File: config.mk
export PLATFORM = sky130hd
export DESIGN_NAME = gtpc_ram
export DESIGN_NICKNAME = d
export VERILOG_FILES = /design/src/rtl/gtpc_ram.sv
export SDC_FILE = /design/constraint.sdc
export NUM_CORES = 1
export LEC_CHECK = 0
export BUFFER_PORTS_ARGS = -buffer_cell sky130_fd_sc_hd__buf_2
export CORE_UTILIZATION = 54
export DETAILED_ROUTE_END_ITERATION = 6
export PLACE_DENSITY = 0.74
export SLEW_MARGIN = 20
export SYNTH_ARGS = -nofsm -noshare
export SYNTH_HDL_FRONTEND = slang
export SYNTH_SLANG_ARGS = --single-unit
File: constraint.sdc
create_clock -name clk -period 1.6 [get_ports clk]
set_input_delay 0.24 -clock clk [delete_from_list [all_inputs] [get_ports clk]]
set_output_delay 0.24 -clock clk [all_outputs]
set_load 0.05 [all_outputs]
File: src/rtl/gtpc_ram.sv
// ----------------------------------------------------------------------------
// gtpc_ram: generic simple dual-port RAM (one write port, one read port)
// One write and one read per cycle, registered read data.
// ----------------------------------------------------------------------------
module gtpc_ram #(
  parameter int WIDTH = 8,
  parameter int DEPTH = 16
) (
  input  logic                     clk,
  input  logic                     we,
  input  logic [$clog2(DEPTH)-1:0] waddr,
  input  logic [WIDTH-1:0]         wdata,
  input  logic [$clog2(DEPTH)-1:0] raddr,
  output logic [WIDTH-1:0]         rdata
);

  logic [WIDTH-1:0] mem [DEPTH];

  // Write port and registered read port.
  always_ff @(posedge clk) begin
    if (we) begin
      mem[waddr] <= wdata;
    end
    rdata <= mem[raddr];
  end

endmodule

# Word level (Yosys, flattened, before mapping)
# Memory sizes are Yosys's and may differ from the RTL's. A register that Yosys moved wholly into a read port is not among the register bits.
# Index checks and enable logic that the tools add are counted.
dict set report word_totals {
  regBits 0
  latchBits 0
  ram_bits 128
  romBits 0
  wordCells 3
  mem_count 1
}
dict set report classes {
  add_sub_neg 0
  mul 0
  div 0
  order_cmp 0
  n_eq_ne 0
  n_shift 0
  muxes 2
  n_bitwise 0
  reduce_logical 0
}
# name depth width rd rd_ports_with_merged_regs write_ports line_no
set mem_list {}
lappend mem_list {mem 16 8 1 1 1 17} ;# logic [WIDTH-1:0] mem [DEPTH];
# operator n
set ops {}
lappend ops {{2-to-1 mux 1 bit} 2}

# Longest topological paths before layout
dict set report depth {
  depth_word 2
  mapped_depth 5
}

# Least setup slack after synthesis
# OpenSTA, ideal clock, no wires.
dict set report synth_path {
  kind {input-to-reg}
  start {in waddr[2]}
  end {mem mem[0][0], enable pin}
  setup_time_ns 0.383
  arrival_ns 1.350
  setup_slack_ns -0.133
  stages 2
  cell_sequence {or3b_2 nor3_1}
}
# element line_no
set synth_lines {}
lappend synth_lines {{start: declaration} 11} ;# input logic [$clog2(DEPTH)-1:0] waddr,
lappend synth_lines {{end: declaration} 17}
# Straight into the memory's write port.

==> results.md <==
* Residual DRC count at 0
* Ratio of cells with drive above 1 in the final layout at 0.323
* Synth Register Bits at 136
* CTS resizes at 0
* Tcrit/Tclk final at 0.902
* Maximum vdd drop at 0.000774 V
* Fin util at 0.666
* RD Place Congestion at 0.751
* Leakage at 0.00211 uW
* CTS Hold Bufs at 0
* Clk root buf: clkbuf_8
* DPL Wire Length at 5640 um
* Setup Skew at 8.87 ps
* Fmax at 693 MHz
* Pin count of the biggest net entering global routing at 33
* DIE AREA at 9930 um2
* P&R area growth vs syn at 19.5%
* Synth Cell Area at 5150 um2
* RSZ-0062 raised after global routing: false
* Setup crit end kind: register
* GR Overflow Total at 0
* Psw at between 1500 and 2000 uW
* Register area share after synthesis at 0.778
* Total track usage at 0.209
* Final WL at 9210 um
* H-tree depth at 4
* Setup slack after layout at 157 ps
* Switching share of power at 0.202
* Combinational Power Share at 0.053
* Crit path buf inv count at 0
* Pwr dens at approximately 1400 nW/um2
* WS Path Type: register to register
* Initial antenna violation count at 0
* Post-CTS setup buffer count at 0
* Setup violations, final at 0
* Period minus WS final at 1440 ps
* Cell Count, Final, Fillers Out at 426
* CP max stage cell: mux4_2
* Library cells used by synthesis at 19
* Cells after DPL at 394
* Synthesized instance count at 229
* Max incr delay on CP at about 500 ps
* Crit path max fanout at 1
* Critical Path AT at 1820 ps
* Worst-path clk slew at approximately 60 ps
* Vias in the first global route at 2475
* NumNets Final at 302
* Die span in x at ~100 um
* CTS Buf Count at 17
* YS warnings at 0
* DRT Pass-1 Iters at 4
* Synthesized Nets at 247
* CTS tree: built
* Wire length per cell at 21.6 um
* Antenna cell count at 0
* Sequential power share at 0.479
* DP Worst Slack at -34.9 ps
* Slew HR at 0.530
* Worst-Skew Late Latency at 510 ps
* I/O Pins at 26
* Clock sink count at 136
* Core area at 9240 um2
* Die Y at 99.6 um
* Clock share of power at 0.467
* Status: finished clean
* Req. time, crit path at slightly below 2000 ps
* Max-Cap Viols at 0
* Max Slew Vio Count at 0
* Hold Path Class: input pin to register
* Vias per cell at 5.69
* Final hold violations at 0
* Clk buf depth at 2
* Setup crit start kind: register
* Fill cell count at 599
* DR vias at 2425
* DRT iter0 DRCs at 137
* Actual slew at the worst max-slew pin at 703 ps
* IO Port Bufs at 25
* Initial core utilization at 0.557
* First-pass GRT wire length at 14200 um
* CP cell instances: mux4_2 > a22oi_1 > nand2_1
* Delay-heaviest family, CP: multiplexers
* Rows at 35
* Syn Area/Cell at between 20 and 25 um2
* DRT antenna net count at 0
* FF-to-FF setup slack at between 150 and 200 ps
* Internal power at 6670 uW
## per-layer routing
metal,part of all wire,global-route usage
met1,0.42,0.279
met2,0.51,0.330
met3,0.057,0.0597
met4,0.013,0.0814
met5,0,0
## stage by stage
stage,TNS [ps],hold slack (ps),power (uW),instance area [um2]
2_1_floorplan,0,339,4360,5150
3_3_place_gp,-21.5,627,4520,5550
3_5_place_dp,-82.5,641,4530,5550
4_1_cts,0,87.0,8430,6150
5_1_grt,0,98.5,8610,6150
6_report,0,118,8370,6150
## synth_stat cells (all sizes together)
library cell	instances	share of area
buf	7	0.011
nor2	13	0.0095
and2b	1	0.0015
nor2b	1	0.0012
edfxtp	128	0.75
and2	1	0.0012
nand2b	2	0.0024
nand3	1	0.00097
mux4	32	0.15
nand2	9	0.0066
or3b	1	0.0017
nand3b	2	0.0029
clkdlybuf4s25	3	0.0058
nor3	4	0.0039
a22oi	16	0.023
dfxtp	8	0.031
## cells by family (layout without fill, tap and decap cells)
family,count (synthesis),count (layout),synth area share
simple gates,35,35,0.0318
buf+inv,10,78,0.0168
flops,136,136,0.778
compound gates,16,16,0.0233
mux,32,32,0.150
## final timing paths
check                                 from         to  depth (start not counted)
worst max register to register   mem[0][4]   rdata[4]                          3
worst max-delay path             mem[0][4]   rdata[4]                          3
worst min register to register  mem[14][1]   rdata[1]                          3
worst min-delay path              wdata[4]  mem[5][4]                          1
## state kept, by name, indices dropped and copies added (netlist names)
| signal | cells |
|---|---|
| mem | 128 |
| rdata | 8 |
## placed cells by master, fill, tap and decap left out
cell type   netlist  routed
nand3_1           1       1
buf_2             3      25
or3b_2            1       1
bufinv_16         0       4
nor2b_1           1       1
nand2_1           9       9
and2b_1           1       1
clkbuf_1          0       2
dfxtp_1           8       8
clkinv_2          0       4
and2_1            1       1
clkinv_4          0       2
clkbuf_8          0       1
nor3_1            4       3
buf_4             1      18
nand2b_1          2       2
clkbuf_16         0      16
edfxtp_1        128     128
nor2_1           13      13
buf_12            0       3
mux4_2           18      18
a22oi_1          16      16
nor3_2            0       1
mux4_1           14      14
clkinvlp_4        0       3
nand3b_1          2       2
## power groups by stage
stage	combinational, uW	clock, uW	sequential, uW
detailed placement	451	0	4080
global placement	441	0	4080
CTS	453	3970	4010
global route	477	4120	4020
floorplan	202	0	4160
finish	447	3910	4010
## worst register-to-register path, cell delays in order, from the launching register on
cell and delay, ps:
edfxtp_1 400, mux4_2 500, a22oi_1 260, nand2_1 140
## layout make-up
cell class / count / area [um2] / share of cell area
repair buffers: 46 / 320 / 0.0521
flip-flops and latches: 136 / 4000 / 0.651
well taps: 129 / 161 / 0.0262
clock inverters: 13 / 180 / 0.0293
multi-input cells: 83 / 1060 / 0.173
clock buffers: 19 / 422 / 0.0686
Power figures use the tool's default switching activity.
